`config.mk`:
```
export PLATFORM = sky130hd
export DESIGN_NAME = bsw_cell
export DESIGN_NICKNAME = d
export VERILOG_FILES = /design/src/bsw_pkg.sv /design/src/bsw_cell.sv
export SDC_FILE = /design/constraint.sdc
export NUM_CORES = 1
export LEC_CHECK = 0
export ABC_AREA = 1
export BUFFER_PORTS_ARGS = -buffer_cell sky130_fd_sc_hd__buf_2
export CAP_MARGIN = 20
export CORE_AREA = 2 2 76 78
export DETAILED_ROUTE_END_ITERATION = 12
export DIE_AREA = 0 0 78 80
export HOLD_SLACK_MARGIN = 0.08
export PLACE_DENSITY = 0.55
export SYNTH_ARGS = -nofsm -noshare
export SYNTH_HDL_FRONTEND = slang
export SYNTH_SLANG_ARGS = --single-unit
export TNS_END_PERCENT = 20
```
`constraint.sdc`:
```
create_clock -name clk_i -period 1.8 [get_ports clk_i]
set_input_delay 0.09 -clock clk_i [delete_from_list [all_inputs] [get_ports clk_i]]
set_output_delay 0.09 -clock clk_i [all_outputs]
set_load 0.005 [all_outputs]
```
`src/bsw_pkg.sv`:
```
`timescale 1ns / 1ps

package bsw_pkg;

  localparam int unsigned PIX_W        = 8;
  localparam int unsigned COL_SUM_W    = 10;
  localparam int unsigned SUM_W        = 12;
  localparam int unsigned CFG_W        = 11;
  localparam int unsigned CFG_IDX_W    = 2;
  localparam int unsigned DEF_MAX_COLS = 1024;
  localparam int unsigned DEF_MAX_ROWS = 1024;
  localparam logic [SUM_W-1:0] SUM_MAX = 12'd2295;

  typedef enum logic [CFG_IDX_W-1:0] {
    REG_ACTIVE_COLS,
    REG_ACTIVE_ROWS
  } cfg_reg_e;

  // One window column, oldest row on top.
  typedef struct packed {
    logic [PIX_W-1:0] top;
    logic [PIX_W-1:0] mid;
    logic [PIX_W-1:0] bot;
  } win_col_t;

endpackage

```
`src/bsw_cell.sv`:
```
`timescale 1ns / 1ps

// One window column; shifts its content to the next cell on each step.
module bsw_cell (
  input  logic                               clk_i,
  input  logic                               rst_ni,
  input  logic                               shift_i,
  input  bsw_pkg::win_col_t                  col_i,
  output bsw_pkg::win_col_t                  col_o,
  output logic [bsw_pkg::COL_SUM_W-1:0]      col_sum_o
);
  import bsw_pkg::*;

  win_col_t col_q;

  always_ff @(posedge clk_i or negedge rst_ni) begin
    if (!rst_ni) begin
      col_q <= '0;
    end else if (shift_i) begin
      col_q <= col_i;
    end
  end

  // Sum of the column this cell holds after the shift.
  assign col_sum_o = COL_SUM_W'(col_i.top) + COL_SUM_W'(col_i.mid) + COL_SUM_W'(col_i.bot);
  assign col_o     = col_q;

endmodule

```
==> impl_metrics.ini, run 1 <==
[run_status]
status = complete, but fails checks
failed_checks = setup timing

[final_layout]
finalCoreUtilization_pct = 47.55
nets = 339
area_growth_pct = 52.60
finalNonFillerCells = 363
drive_above_1_share_pct = 46.74
largest_register_ffs = 24
antenna_cells = 0

[min_path]
worst_hold_startpoint = col_i[18]
hp-class = in2reg

[timing]
report.final.slew_viol_count = 0
setup_viol = 7
period_minus_slack_ps = 2097
fmax_mhz = 476.9
tightest_slew_ps = 620.8
maxSlewHeadroom_pct = 58.61
rsz0062_at_grt = yes
skew_ps = 0
period_share_pct = 116.5
hold_viol = 0
fin_ws_ps = -297.0

[power]
p_leak_nw = 1.340
sw_frac_of_total_pct = 33.95
p_seq_share_pct = 34.2
p_switching_mw = 0.6134
vdd_drop_max_mv = 0.2934
power.share.clock_pct = 18.1
powerDensity_mw_per_mm2 = 703.0
p_int_mw = 1.193
combPwrFrac_pct = 47.7

[placement]
place_congestion = 0.8605
dpl.hpwl_um = 3226
io_buffers = 60
place_inst = 342

[cts]
clk_pin_slew_ps = 90
clkLatencyLatePin_ps = 260
cts_buffers = 3
cts.sinks = 24
clockBufferDepth = 2
ctsRootBufferMaster = clkbuf_8
tritoncts = built
ctsHtreeMaxLevel = 1

[global_routing]
grt_pass1_wl_um = 6920
antenna_found_initial = 0
grt_pass1_vias = 1600
grtUsageTotal_pct = 13.91
overflow = 0
grt_max_degree = 27

[detailed_routing]
num_vias = 1583
avgRoutedWirePerCell_um = 11.42
drt-total-wl_um = 4144
drt_first_pass_iters = 4
drt-initial-drc-count = 41
route.detailed.drc = 0
via_per_inst = 4.361
ant_nets = 0

[floorplanning]
start_util_pct = 31.16
die_width_um = 78
coreArea_mm2 = 0.005405
die-height_um = 80
rows = 27
die_area_mm2 = 0.006240
io_pins = 61

[worst_setup_path]
required_ps = 1710
cp-startpoint = col_i[16]
path_buf_inv = 3
cp_top_family = adder cells
worstSetupPathType = in2out
critPathSlowestCell = fa_2
worstSetupEndpointType = primary output
critPathMaxFanout = 4
crit_arrival_ps = 2010
ff2ff_setup_slack_ps = 1020
startpoint_type = input pin
crit_path_cell_trace = buf_8 -> ha_4 -> inv_2 -> fa_2 -> nand3b_1 -> nand2_2 -> xor2_1 -> ha_1 -> a21oi_2 -> nor2_1 -> nor2_2 -> nand2_1 -> nand2_1 -> nand2_1 -> buf_2
critPathMaxStageDelay_ps = 320
cp_common_cell = nand2_1
r2r-start = col_o[12]$_DFFE_PN0P_

[run]
max_cap_viol_count = 0

[logic_synthesis]
ys_types = 20
synth-seq-cells = 24
synth_nets = 233
ys_warn_count = 0
yosysSeqAreaShare_pct = 35.66
syn_area_mm2 = 0.001684
syn_inst = 187
syn_area_per_cell_um2 = 9.006
-- through the flow --
stage                     hold WS, ps  worst slack [ps]  power, mW  cell area (µm²)  TNS (ps)
after floorplan                -205.6            -79.43      1.068             1718    -204.8
after global placement          131.7            -373.5      1.410             2270     -2052
after detailed placement        125.1            -386.5      1.420             2270     -2107
after CTS                       95.53            -320.1      1.819             2539     -1470
after global routing            99.15            -496.4      1.981             2570     -2645
final                           109.1            -297.0      1.807             2570     -1414
-- cell families after synthesis --
kind of cell,Yosys count,share of synthesized area (%)
compound gates,13,4.458
xor+xnor,7,3.640
fa+ha+maj,19,15.01
buf+inv,23,6.463
flops,24,35.66
mux,22,14.93
simple gates,79,19.84
-- cell usage after synthesis, drive strengths merged --
| library cell | number | area share (%) |
|---|---|---|
| nand2 | 51 | 12 |
| dfrtp | 24 | 36 |
| mux2 | 22 | 15 |
| inv | 20 | 4.5 |
| ha | 17 | 13 |
| nand3 | 13 | 4.2 |
| a21oi | 12 | 4.0 |
| nor2 | 12 | 2.8 |
| xor2 | 6 | 3.1 |
| buf | 3 | 2.0 |
| fa | 2 | 2.4 |
| nand4 | 2 | 0.74 |
| nand3b | 1 | 0.45 |
| o21bai | 1 | 0.45 |
| xnor2 | 1 | 0.52 |
-- final timing paths --
| check | to | cells past startpoint |
|---|---|---|
| max in group asynchronous | col_o[9]$_DFFE_PN0P_ | 2 |
| worst max-delay path | col_sum_o[7] | 15 |
| worst max register to register | col_o[12]$_DFFE_PN0P_ | 1 |
| worst min-delay path | col_o[18]$_DFFE_PN0P_ | 2 |
| worst min register to register | col_o[16]$_DFFE_PN0P_ | 1 |
| min in group asynchronous | col_o[14]$_DFFE_PN0P_ | 2 |
-- power groups by stage --
stage                     Combinational, mW  Sequential, mW  Clock (mW)
after detailed placement              0.792           0.628           0
after global routing                  0.982           0.624       0.375
after global placement                0.785           0.625           0
final                                 0.862           0.617       0.327
after CTS                             0.849           0.618       0.352
after floorplan                       0.435           0.633           0
-- area by class of cell --
class	count	area, µm²
fill	553	2835
multi-input combinational	140	1074
timing repair buffer	104	689.4
sequential	24	600.6
tap	72	90.09
inverter	20	75.07
clock buffer	3	41.29
-- layout by cell type (no fill, tap or decap), types with 7 or more instances in the layout --
| master | synthesis | routed |
|---|---|---|
| buf_2 | 0 | 58 |
| inv_1 | 20 | 19 |
| a21oi_1 | 10 | 7 |
| nand3_1 | 12 | 11 |
| nor2_1 | 11 | 9 |
| dlygate4sd3_1 | 0 | 17 |
| nand2_1 | 49 | 45 |
| ha_1 | 17 | 12 |
| dfrtp_1 | 24 | 24 |
| mux2_2 | 21 | 21 |
| buf_4 | 0 | 27 |
-- per-layer routing --
layer  vias to the layer above  GRT usage, %  routed length (µm)
met5                         -             0                   0
met4                         0         3.684                  30
met3                         2         1.810                 175
met2                        39         24.91                1988
met1                       719         17.61                1949
li1                        823             -                   -
-- what timing repair did --
item | in CTS | in global routing
pin swaps | 10 | 8
cloned | 0 | 0
endpoints found under the setup margin | 8 | 8
resized for setup | 9 | 7
hold endpoints to repair | 40 | 0
buffers inserted | 1 | 0
hold buffers | 17 | 0
Note: power is estimated with default switching activity, not from simulation.
==> run 2, diff against run 1 <==
--- a/config.mk
+++ b/config.mk
@@ -5,12 +5,11 @@
 export SDC_FILE = /design/constraint.sdc
 export NUM_CORES = 1
 export LEC_CHECK = 0
-export ABC_AREA = 1
 export BUFFER_PORTS_ARGS = -buffer_cell sky130_fd_sc_hd__buf_2
 export CAP_MARGIN = 20
-export CORE_AREA = 2 2 76 78
+export CORE_AREA = 2 2 73 75
 export DETAILED_ROUTE_END_ITERATION = 12
-export DIE_AREA = 0 0 78 80
+export DIE_AREA = 0 0 75 77
 export HOLD_SLACK_MARGIN = 0.08
 export PLACE_DENSITY = 0.55
 export SYNTH_ARGS = -nofsm -noshare
==> run 2 against run 1 <==
  * The flow still finishes with violations (setup timing)
  * Critical path depth did not move
  * Register-to-register slack improved by 20 ps
  * Die area fell by 7.5%
  * Critical path type unchanged
  * Clock power rose by 14%
==> impl_metrics.ini, run 2 <==
[power]
vdd_drop_max_mv = 0.4514
powerDensity_mw_per_mm2 = 762.3
p_leak_nw = 1.216

[final_layout]
final_cell_mix = 58 x buf_2, 26 x buf_4, 24 x mux2_2, 24 x dfrtp_1, 20 x dlygate4sd3_1
antenna_cells = 0
drive_above_1_share_pct = 59.34
largest_register_ffs = 24
stdcell_area_mm2 = 0.002520
final_common_cell = buf_2
nets = 288
area_growth_pct = 62.29

[timing]
fin_ws_ps = -557.8
report.final.slew_viol_count = 0
skew_ps = 0
rsz0062_at_grt = yes
hold_viol = 0
period_minus_slack_ps = 2358
maxSlewHeadroom_pct = 63.33
setup_viol = 7
tightest_slew_ps = 550.1
fmax_mhz = 424.1
setup_tns_ps = -2751
period_share_pct = 131.0

[detailed_routing]
drt-initial-drc-count = 39
avgRoutedWirePerCell_um = 11.65
drt_first_pass_iters = 3
via_per_inst = 4.428
ant_nets = 0
num_vias = 1377
route.detailed.drc = 0
drt-total-wl_um = 3624

[logic_synthesis]
synthSimpleGateAreaFrac_pct = 6.930
syn_area_mm2 = 0.001553
synth_top_family_by_area = multiplexers
synth_fa_ha_area_share_pct = 16.28
async_flop_share_pct = 100.0
syn_inst = 134
ys_types = 30
synth.top_cells.by_count = 24 x dfrtp_1, 24 x mux2_2, 17 x ha_1
synth_ff_type = dfrtp_1
synth.area.mux_share_pct = 17.41
yosys.area.top_type = dfrtp_1
synth_nets = 180
synth-seq-cells = 24
synthXorXnorAreaFrac_pct = 7.333
synth-compound-area-share_pct = 10.80
syn_area_per_cell_um2 = 11.59
synth_top_area_share_pct = 38.68
synth_edf_count = 0
synth_area_leaders = dfrtp_1 39%, mux2_2 17%, ha_1 14%, xnor2_1 3.9%, xor2_1 3.4%
ys_warn_count = 0
yosysSeqAreaShare_pct = 38.68

[floorplanning]
die_width_um = 75
coreArea_mm2 = 0.004977
rows = 26
die-height_um = 77
start_util_pct = 31.20
die_area_mm2 = 0.005775
io_pins = 61

[worst_setup_path]
worstSetupEndpointType = primary output
worstSetupPathType = in2out
crit_arrival_ps = 2270
required_ps = 1710
startpoint_type = input pin
critPathMaxFanout = 6

[run_status]
status = complete, but fails checks
failed_checks = setup timing

[placement]
place_congestion = 0.7922
io_buffers = 60
dpl.hpwl_um = 2801
dpl-instance-area_mm2 = 0.002127

[cts]
ctsHtreeMaxLevel = 1
tritoncts = built
clk_pin_slew_ps = 90
ctsRootBufferMaster = clkbuf_8
cts.sinks = 24
clkLatencyLatePin_ps = 270
clockBufferDepth = 2
cts_buffers = 3

[global_routing]
use_met3_pct = 2.365
overflow = 0
top_usage_layer = met2
grt.met2_usage_pct = 22.89
grt_max_degree = 25
grt_pass1_wl_um = 6354
grt_pass1_vias = 1426
grtUsageTotal_pct = 13.84
antenna_found_initial = 0
use_met1_pct = 18.05

[run]
max_cap_viol_count = 0

[min_path]
hp-class = in2reg
run 2: cell count changes after synthesis, moves of 3 or more:
cell,delta
nand2_1,-45
inv_1,-13
nand3_1,-8
nor2_1,-7
xnor2_1,+6
a21o_1,+3
buf_6,-3
mux2_2,+3
run 2: per-layer routing:
layer	routed length [µm]	vias to the layer above
met1	1623	649
met5	0	-
met2	1778	27
li1	-	696
met4	48	0
met3	173	5
run 2: logic make-up (layout without fill, tap and decap cells):
kind of cell | count (synthesis) | after routing
buf+inv | 10 | 117
flops | 24 | 24
simple gates | 21 | 21
xor+xnor | 13 | 13
mux | 24 | 24
fa+ha+maj | 19 | 19
compound gates | 23 | 23
run 2: what timing repair did:
item                                   in CTS  in global routing
endpoints found under the hold margin      43                  0
hold buffers                               20                  0
setup buffers                               0                  1
setup endpoints to repair                   8                  8
gates resized for setup                    11                 15
pin swaps                                   5                 11
run 2: cell type report:
| cell class | instances | area, µm² |
|---|---|---|
| Clock buffer | 4 | 55.05 |
| Inverter | 7 | 26.28 |
| Sequential cell | 24 | 600.6 |
| Timing Repair Buffer | 106 | 715.7 |
| Fill cell | 452 | 2457 |
| Tap cell | 70 | 87.58 |
| Multi-Input combinational cell | 100 | 1035 |
run 2: path summary, 6_finish.rpt:
| kind | startpoint | to | slack [ps] | cells past startpoint |
|---|---|---|---|---|
| max in group asynchronous | rst_ni | col_o[4]$_DFFE_PN0P_ | 1100 | 2 |
| min in group asynchronous | rst_ni | col_o[14]$_DFFE_PN0P_ | 340 | 2 |
| worst min-delay path | col_i[17] | col_o[17]$_DFFE_PN0P_ | 90 | 2 |
| worst min register to register | col_o[23]$_DFFE_PN0P_ | col_o[23]$_DFFE_PN0P_ | 510 | 1 |
| worst max register to register | col_o[16]$_DFFE_PN0P_ | col_o[16]$_DFFE_PN0P_ | 1040 | 1 |
| worst max-delay path | col_i[16] | col_sum_o[7] | -560 | 15 |
run 2: power breakdown:
group | internal (mW) | switching [mW] | total [mW]
sequential | 0.592 | 0.0240 | 0.616
clock | 0.196 | 0.178 | 0.373
combinational | 0.522 | 0.409 | 0.931
total | 1.31 | 0.611 | 1.92
run 2: metrics by stage:
step                      total power [mW]  setup WS (ps)  std cells  hold slack, ps  util (%)
after floorplan                      1.070         -367.2        134          -205.6         -
after global placement               1.442         -653.8        286           114.7     42.74
after detailed placement             1.449         -684.5        286           114.1     42.74
after CTS                            1.895         -612.5        310           82.37     48.97
after global routing                 2.066         -730.1        311           82.90     50.63
final                                1.921         -557.8        311           90.83     50.63
run 2: critical path, cell delays in order:
cell and delay (ps):
buf_8 80, ha_4 130, inv_2 30, fa_2 330, nand2b_4 160, nand2b_4 70, a21oi_4 50, xnor2_2 140
ha_4 320, nand3_2 70, o211ai_2 220, nor4_2 80, nor3_2 200, xor2_1 160, buf_2 130
==> run 3, diff against run 2 <==
--- a/config.mk
+++ b/config.mk
@@ -7,11 +7,13 @@
 export LEC_CHECK = 0
 export BUFFER_PORTS_ARGS = -buffer_cell sky130_fd_sc_hd__buf_2
 export CAP_MARGIN = 20
+export CELL_PAD_IN_SITES_DETAIL_PLACEMENT = 0
+export CELL_PAD_IN_SITES_GLOBAL_PLACEMENT = 1
 export CORE_AREA = 2 2 73 75
 export DETAILED_ROUTE_END_ITERATION = 12
 export DIE_AREA = 0 0 75 77
 export HOLD_SLACK_MARGIN = 0.08
-export PLACE_DENSITY = 0.55
+export PLACE_DENSITY = 0.67
 export SYNTH_ARGS = -nofsm -noshare
 export SYNTH_HDL_FRONTEND = slang
 export SYNTH_SLANG_ARGS = --single-unit
==> constraint.sdc (replaced) <==
create_clock -name clk_i -period 2.5 [get_ports clk_i]
set_input_delay 0.125 -clock clk_i [delete_from_list [all_inputs] [get_ports clk_i]]
set_output_delay 0.125 -clock clk_i [all_outputs]
set_load 0.005 [all_outputs]
==> run 3 against run 2 <==
  * The run now ends clean
  * First-iteration DRC count fell by 77%
  * Clock-buffer cell count unchanged
  * Worst setup slack better by 580 ps
  * Combinational power fell by 36%
  * Power down 32%
  * Cell area shrank 12%
  * Global-route usage fell by 0.94 points
  * Hold slack better by 3.7 ps
  * Clock power down 26%
  * Register-to-register slack gained 700 ps
  * Critical endpoint is now col_sum_o[8]
  * Cell count is 9.0% lower
  * Critical path depth shrank 1
==> impl_metrics.ini, run 3 (synthesis gave the netlist of run 2 again) <==
[timing]
maxSlewHeadroom_pct = 62.75
hold_viol = 0
rsz0062_at_grt = yes
tightest_slew_ps = 558.8
report.final.slew_viol_count = 0
setup_viol = 0
period_share_pct = 99.04
setup_tns_ps = 0
fin_ws_ps = 24.05
period_minus_slack_ps = 2476
fmax_mhz = 403.9
skew_ps = 0

[worst_setup_path]
critPathSlowestCell = fa_2
startpoint_type = input pin
critPathMaxStageDelay_ps = 330
worstSetupEndpointType = primary output
crit_arrival_ps = 2350
critPathMaxFanout = 2
worstSetupPathType = in2out
required_ps = 2380
crit_path_cell_trace = buf_8 -> ha_4 -> inv_2 -> fa_2 -> nand2b_4 -> buf_4 -> a21oi_4 -> a211oi_2 -> xnor2_1 -> ha_1 -> a21o_1 -> a21oi_2 -> xor2_1 -> buf_2

[floorplanning]
coreArea_mm2 = 0.004977
die_area_mm2 = 0.005775
die-height_um = 77
rows = 26
io_pins = 61
start_util_pct = 31.20
die_width_um = 75

[placement]
dpl.hpwl_um = 2719
place_inst = 276
dp_slack_ps = -103.4
io_buffers = 60
place_congestion = 0.7194

[global_routing]
antenna_found_initial = 0
overflow = 0
grtUsageTotal_pct = 12.90
grt_max_degree = 25
grt_pass1_wl_um = 5865
grt_pass1_vias = 1263

[final_layout]
final_cell_mix = 58 x buf_2, 24 x mux2_2, 24 x dfrtp_1
final_common_cell = buf_2
largest_register_ffs = 24
nets = 260
antenna_cells = 0
drive_above_1_share_pct = 58.69
area_growth_pct = 42.63
finalNonFillerCells = 283

[cts]
ctsHtreeMaxLevel = 1
cts.sinks = 24
clk_pin_slew_ps = 90
clockBufferDepth = 2
tritoncts = built
clkLatencyLatePin_ps = 270
cts_buffers = 3
ctsRootBufferMaster = clkbuf_8

[detailed_routing]
avgRoutedWirePerCell_um = 12.61
drt-total-wl_um = 3570
drt-initial-drc-count = 9
num_vias = 1291
drt_first_pass_iters = 4
ant_nets = 0
via_per_inst = 4.562
route.detailed.drc = 0

[run]
max_cap_viol_count = 0

[power]
vdd_drop_max_mv = 0.2591
p_leak_nw = 1.071
powerDensity_mw_per_mm2 = 592.7
finalPower_mw = 1.313

[min_path]
hp-class = in2reg

[run_status]
status = finished clean
## run 3: cell types whose count changed in the layout (fill, tap and decap cells not counted), sizes merged
cell	change
buf	-10
dlygate4sd3	-18
## run 3: area by class of cell
class                   instances  area [µm²]
well taps                      70       87.58
repair buffers                 78       456.7
inverters                       7       26.28
multi-input cells             100       988.4
clock buffers                   4       55.05
flip-flops and latches         24       600.6
fillers                       493        2763
## run 3: final timing paths
| path | start | to | slack [ps] | depth (start not counted) |
|---|---|---|---|---|
| worst min-delay path | col_i[8] | col_o[8]$_DFFE_PN0P_ | 90 | 2 |
| max in group asynchronous | rst_ni | col_o[1]$_DFFE_PN0P_ | 1770 | 2 |
| worst min register to register | col_o[1]$_DFFE_PN0P_ | col_o[1]$_DFFE_PN0P_ | 510 | 1 |
| min in group asynchronous | rst_ni | col_o[14]$_DFFE_PN0P_ | 370 | 2 |
| worst max register to register | col_o[9]$_DFFE_PN0P_ | col_o[9]$_DFFE_PN0P_ | 1740 | 1 |
| worst max-delay path | col_i[16] | col_sum_o[8] | 20 | 14 |
## run 3: metal layers
layer	track usage (%)	vias up	routed length (µm)
met5	0	-	0
met4	3.214	0	36
met3	3.942	5	240
met2	21.05	38	1735
met1	16.34	611	1559
li1	-	637	-
## run 3: where the power goes
group          switching, mW  internal [mW]  leakage [nW]  total [mW]
Clock                  0.135          0.141        0.0288       0.276
Sequential            0.0176          0.427         0.281       0.444
Combinational          0.275          0.317         0.762       0.592
## run 3: critical path, delay by kind of cell
kind	cells	cell delay (ps)
XOR/XNOR	2	420
buffers and inverters	4	380
adder cells (fa/ha/maj)	3	760
AND/OR/NAND/NOR	1	160
AO/OA/AOI/OAI	4	510
## run 3: metrics by stage
step	hold slack (ps)	instance area, µm²	util [%]
floorplan	-170.6	1553	-
global placement	149.0	2039	40.98
detailed placement	155.0	2039	40.98
CTS	86.03	2176	43.72
global route	83.28	2215	44.49
finish	94.58	2215	44.49
## run 3: what timing repair did
| action | 4_1_cts | 5_1_grt |
|---|---|---|
| pin swaps | 14 | 11 |
| gates resized for setup | 12 | 8 |
| buffers inserted | 1 | 0 |
| setup endpoints to repair | 3 | 4 |
| hold buffers | 2 | 0 |
| endpoints found under the hold margin | 25 | 0 |
